--- src/slt_pkg.sv ---
// Shared types and constants of the sequence loss tracker.
// Used by the top level, the ratio divider and the port checker.
package slt_pkg;

	localparam int CHANNELS    = 16;
	localparam int COUNT_WIDTH = 32;
	localparam int CH_W        = (CHANNELS > 1) ? $clog2(CHANNELS) : 1;
	// received + lost; clamps only when the counters are already 64 bits wide
	localparam int TOT_W       = (COUNT_WIDTH < 64) ? COUNT_WIDTH + 1 : 64;
	localparam int PAIR_W      = 16;
	localparam int SEQ_W       = 8;
	localparam int PCT_W       = 15;
	localparam int PCT_IDX_W   = $clog2(PCT_W);
	localparam int STATUS_BITS = 5;
	localparam int OUT_W       = 32;

	localparam logic [PCT_W-1:0] PCT_SCALE     = PCT_W'(25600);
	localparam logic [7:0]       EXEMPT_RESET  = 8'hFF;

	typedef enum logic {
		OP_MESSAGE = 1'b0,
		OP_CLEAR   = 1'b1
	} op_t;

	typedef struct packed {
		op_t              opcode;
		logic [3:0]       channel;
		logic [7:0]       sender_system;
		logic [7:0]       sender_component;
		logic [SEQ_W-1:0] sequence_number;
	} req_t;

	typedef struct packed {
		logic [OUT_W-1:0] received_total;
		logic [OUT_W-1:0] lost_total;
		logic [7:0]       lost_now;
		logic [PCT_W-1:0] loss_percent;
		logic             status_due;
	} rsp_t;

	typedef enum logic [2:0] {
		ST_CLEAR,
		ST_IDLE,
		ST_LOOKUP,
		ST_COUNT,
		ST_TOTAL,
		ST_DIV,
		ST_FINISH
	} state_t;

	typedef struct packed {
		logic                   start;
		logic [COUNT_WIDTH-1:0] lost;
		logic [TOT_W-1:0]       total;
	} div_cmd_t;

	typedef struct packed {
		logic             done;
		logic [PCT_W-1:0] ratio;
	} div_sts_t;

endpackage

--- src/slt_ratio_div.sv ---
// Serial divider: floor(lost * PCT_SCALE / total) with one shared compare-subtract.
// Depends on slt_pkg for widths and the command/status structs.
module slt_ratio_div (
	input  logic              clk,
	input  logic              arst_n,
	input  slt_pkg::div_cmd_t cmd,
	output slt_pkg::div_sts_t sts
);
	import slt_pkg::*;

	logic [TOT_W-1:0]     a_q;
	logic [TOT_W-1:0]     b_q;
	logic [TOT_W-1:0]     r_q;
	logic [PCT_W-1:0]     q_q;
	logic [PCT_IDX_W-1:0] bit_q;
	logic                 ph_q;
	logic                 busy_q;
	logic                 done_q;

	logic [TOT_W:0]   opnd;
	logic [TOT_W:0]   diff;
	logic             ge;
	logic [TOT_W-1:0] r_next;
	logic             last_step;

	// phase 0 doubles the remainder, phase 1 adds the numerator for a set scale bit
	always_comb begin
		opnd      = ph_q ? ({1'b0, r_q} + {1'b0, a_q}) : {r_q, 1'b0};
		ge        = (opnd >= {1'b0, b_q});
		diff      = opnd - {1'b0, b_q};
		r_next    = ge ? diff[TOT_W-1:0] : opnd[TOT_W-1:0];
		last_step = (bit_q == '0) && (ph_q || !PCT_SCALE[bit_q]);
	end

	always_ff @(posedge clk or negedge arst_n) begin
		if (!arst_n) begin
			busy_q <= 1'b0;
			done_q <= 1'b0;
			ph_q   <= 1'b0;
			bit_q  <= '0;
		end else begin
			done_q <= 1'b0;
			if (cmd.start) begin
				busy_q <= 1'b1;
				ph_q   <= 1'b0;
				bit_q  <= PCT_IDX_W'(PCT_W - 1);
			end else if (busy_q) begin
				if (last_step) begin
					busy_q <= 1'b0;
					done_q <= 1'b1;
					ph_q   <= 1'b0;
				end else if (!ph_q && PCT_SCALE[bit_q]) begin
					ph_q <= 1'b1;
				end else begin
					ph_q  <= 1'b0;
					bit_q <= bit_q - 1'b1;
				end
			end
		end
	end

	always_ff @(posedge clk) begin
		if (cmd.start) begin
			a_q <= TOT_W'(cmd.lost);
			b_q <= cmd.total;
			r_q <= '0;
			q_q <= '0;
		end else if (busy_q) begin
			r_q <= r_next;
			if (ph_q) begin
				q_q <= q_q + PCT_W'(ge);
			end else begin
				q_q <= {q_q[PCT_W-2:0], ge};
			end
		end
	end

	assign sts.done  = done_q;
	assign sts.ratio = q_q;

endmodule

--- config.mk ---
export PLATFORM = sky130hd
export DESIGN_NAME = slt_ratio_div
export DESIGN_NICKNAME = d
export VERILOG_FILES = /design/src/slt_pkg.sv /design/src/slt_ratio_div.sv
export SDC_FILE = /design/constraint.sdc
export NUM_CORES = 1
export LEC_CHECK = 0
export BUFFER_PORTS_ARGS = -buffer_cell sky130_fd_sc_hd__buf_4
export CORE_ASPECT_RATIO = 2
export CORE_MARGIN = 2
export CORE_UTILIZATION = 28
export DETAILED_ROUTE_END_ITERATION = 7
export GPL_TIMING_DRIVEN = 0
export SETUP_SLACK_MARGIN = 0.2
export SLEW_MARGIN = 10
export SYNTH_ARGS = -nofsm -noshare
export SYNTH_HDL_FRONTEND = slang
export SYNTH_SLANG_ARGS = --single-unit
--- constraint.sdc ---
create_clock -name clk -period 9.2 [get_ports clk]
set_input_delay 0.46 -clock clk [delete_from_list [all_inputs] [get_ports clk]]
set_output_delay 0.46 -clock clk [all_outputs]
set_load 0.005 [all_outputs]
==> flow_metrics.tcl <==
set metrics [dict create \
    outcome "finished, final reports clean" \
    chipHeight_microns 250.8 \
    place.gp.congestion 0.9203 \
    path_common_cell "ha_1" \
    row_count 90 \
    final.setup.tns_ps 0 \
    cts_max_path_buffers 2 \
    worst_ep_arrival_time_ps 7130 \
    ios 84 \
    max_stage_delay_ps 520 \
    io_buffers 83 \
    p_leak_nw 4.321 \
    cts_sinks 120 \
    switching_power_mw 1.694 \
    yosys.cell_types.count 78 \
    fmax_mhz 146.4 \
    hold_class "primary input to flop" \
    grt_pass1_wl_microns 44090 \
    fp.dieW_microns 127.4 \
    syn_inst 966 \
    rsz0062_at_grt "no" \
    setup_viol 0 \
    postCtsSetupBuffers 0 \
    route.detailed.drc 0 \
    slowest_stage "a211oi_1" \
    yosysWarnings 0 \
    grt_start_max_net_pins 69 \
    grt_use_total 0.1845 \
    seq_power_share 0.204 \
    tightest_slew_ps 936.5 \
    post-route-min-period_ps 6831 \
    irDropWorstVdd_uv 144.6 \
    avgRoutedWirePerCell_microns 19.87 \
    area_growth_pct 19.61 \
    wirelength_microns 28810 \
    hpwl_microns 22610 \
    fin_crit_sh 0.7425 \
    syn_avg_cell_area_sq_um 8.830 \
    hold_violations 0 \
    multi_input_area_sq_mm 0.005014 \
    fillers 3127 \
    netlist_area_sq_mm 0.008529 \
    antenna_found_initial 0 \
    cts_max_level 4 \
    start_util 0.2837 \
    yosysSeqAreaShare 0.3620 \
    ys_ff_latch 120 \
    power_frac_comb 0.615 \
    via_per_inst 5.387 \
    reg2reg_slack_ps 2370 \
    final_antenna_net_count 0 \
    vias 7811 \
    dp_slack_ps 2521 \
    fin_skew_ps 11.06 \
    cts_made_buffers 17 \
    drv_slew 0 \
    clk-insertion-delay-late_ps 450 \
    first_global_vias 8116 \
    postLayoutCoreUtil 0.3393 \
    post_cts_resized 0 \
    fin_cells 1450 \
    firstDrtPassIters 8 \
    crit_fanout 10 \
    swShare 0.4655 \
    clkPwrFrac 0.181 \
    diodes 0 \
    cts-root-buf "clkbuf_16" \
    maxCapViolations 0 \
    dp_cells 1417 \
    synth_top_cell_area_share 0.2288 \
    synth_top_area_cell "edfxtp_1" \
    synth_edf_count 65 \
    dominantRegCellSynth "edfxtp_1" \
    netlist_top_cells_area "edfxtp_1, dfxtp_1, ha_1" \
    register_area_sq_mm 0.003088 \
    p_per_area_mw_per_mm2 356.8 \
    crit_type "flop to flop" \
    async_flop_share 0.05833 \
    drtIter0Drc 391 \
    cts.clk_slew.worst_paths_ps 60 \
    cp-end-kind "flop" \
    crit_required_ps 9500 \
    tritoncts "built" \
    die-area_sq_mm 0.03196 \
    final.setup.worst_slack_ps 2369 \
    power.internal_mw 1.945 \
    relSlewSlack 0.3757 \
    grt_overflow 0 \
    syn_nets 1104 \
    postCtsHoldBufs 1 \
    worstSetupStartpointType "flop" \
    layout-drive-gt1-share 0.1553 \
    nets 1207 \
    design.core.area_sq_mm 0.03007 \
]
-- flip-flops by register name, indices dropped and copies added (netlist names) --
register	flops
ph_q	1
q_q	15
done_q	1
a_q	32
busy_q	1
bit_q	4
b_q	33
r_q	33
-- worst paths after layout --
kind / depth (start not counted) / endpoint / from
worst max-delay path: 28 / q_q[14] / a_q[0]
worst min-delay path: 1 / b_q[12] / cmd[12]
worst max register to register: 28 / q_q[14] / a_q[0]
worst min register to register: 2 / r_q[9] / r_q[9]
max in group asynchronous: 2 / ph_q / arst_n
min in group asynchronous: 2 / bit_q[1] / arst_n
-- cell families after synthesis --
kind of cell               share of synthesized area
AOI/OAI and AO/OA                             0.2385
and+or+nand+nor                               0.1534
DFF                                           0.3620
buffers and inverters                        0.05017
adders and majority gates                     0.1044
xor gates and xnor gates                     0.05442
muxes                                        0.03697
-- Yosys cell counts (17+ instances only) --
master / n
o21ai_0: 53
nor2_1: 107
xnor2_1: 36
clkbuf_1: 29
a211oi_1: 29
inv_1: 64
xor2_1: 17
nand2_1: 71
a21oi_1: 97
nand3_1: 19
nor3_1: 23
dfxtp_1: 48
ha_1: 68
a21o_1: 23
edfxtp_1: 65
mux2_2: 20
-- worst max-delay path: cells and delay by family, from the launching register on --
kind	cells	cell delay, ps
buffers and inverters	2	250
muxes	1	330
xor gates and xnor gates	1	100
adders and majority gates	5	1510
AOI/OAI and AO/OA	9	2220
DFF	1	380
and+or+nand+nor	10	1880
-- layout make-up --
class,instances,share of cell area
inverters,66,0.02453
flip-flops and latches,120,0.3027
well taps,368,0.04513
clock inverters,8,0.005273
multi-input cells,741,0.4914
plain buffers,39,0.01741
repair buffers,84,0.06206
clock buffers,24,0.05151
-- cell usage in the layout (no fill, tap or decap), types with 10 or more instances in the layout --
cell,instances
a211oi_1,29
a21o_1,23
a21oi_1,97
a22oi_1,11
a31oi_1,10
and3_1,10
buf_4,88
clkbuf_1,32
clkbuf_16,20
dfxtp_1,48
edfxtp_1,65
ha_1,68
inv_1,64
mux2_2,20
nand2_1,71
nand3_1,19
nand4_1,14
nor2_1,107
nor3_1,23
o21ai_0,53
xnor2_1,36
xor2_1,17
-- layer usage --
| layer | wire, microns | vias up | part of all wire | global-route usage |
|---|---|---|---|---|
| met1 | 9454 | 3699 | 0.33 | 0.1587 |
| met4 | 2631 | 0 | 0.091 | 0.1557 |
| met3 | 962 | 108 | 0.033 | 0.03362 |
| li1 | - | 3759 | - | - |
| met5 | 0 | - | 0 | 0 |
| met2 | 15760 | 245 | 0.55 | 0.3543 |
-- through the flow --
| stage | cell area (sq um) | total power, mW | hold WS [ps] |
|---|---|---|---|
| final | 10200 | 3.640 | 184.4 |
| after global routing | 10200 | 3.890 | 168.5 |
| after CTS | 10200 | 3.631 | 163.5 |
| after detailed placement | 9613 | 2.951 | 281.4 |
| after global placement | 9613 | 2.920 | 280.9 |
| after floorplan | 8529 | 2.345 | 164.4 |
-- power groups by stage --
stage	Sequential, mW	Clock, mW	Combinational, mW
4_1_cts	0.742	0.673	2.22
5_1_grt	0.751	0.692	2.45
6_report	0.744	0.657	2.24
2_1_floorplan	0.713	0	1.63
3_3_place_gp	0.750	0	2.17
3_5_place_dp	0.752	0	2.20
Note: power is estimated with default switching activity, not from simulation.
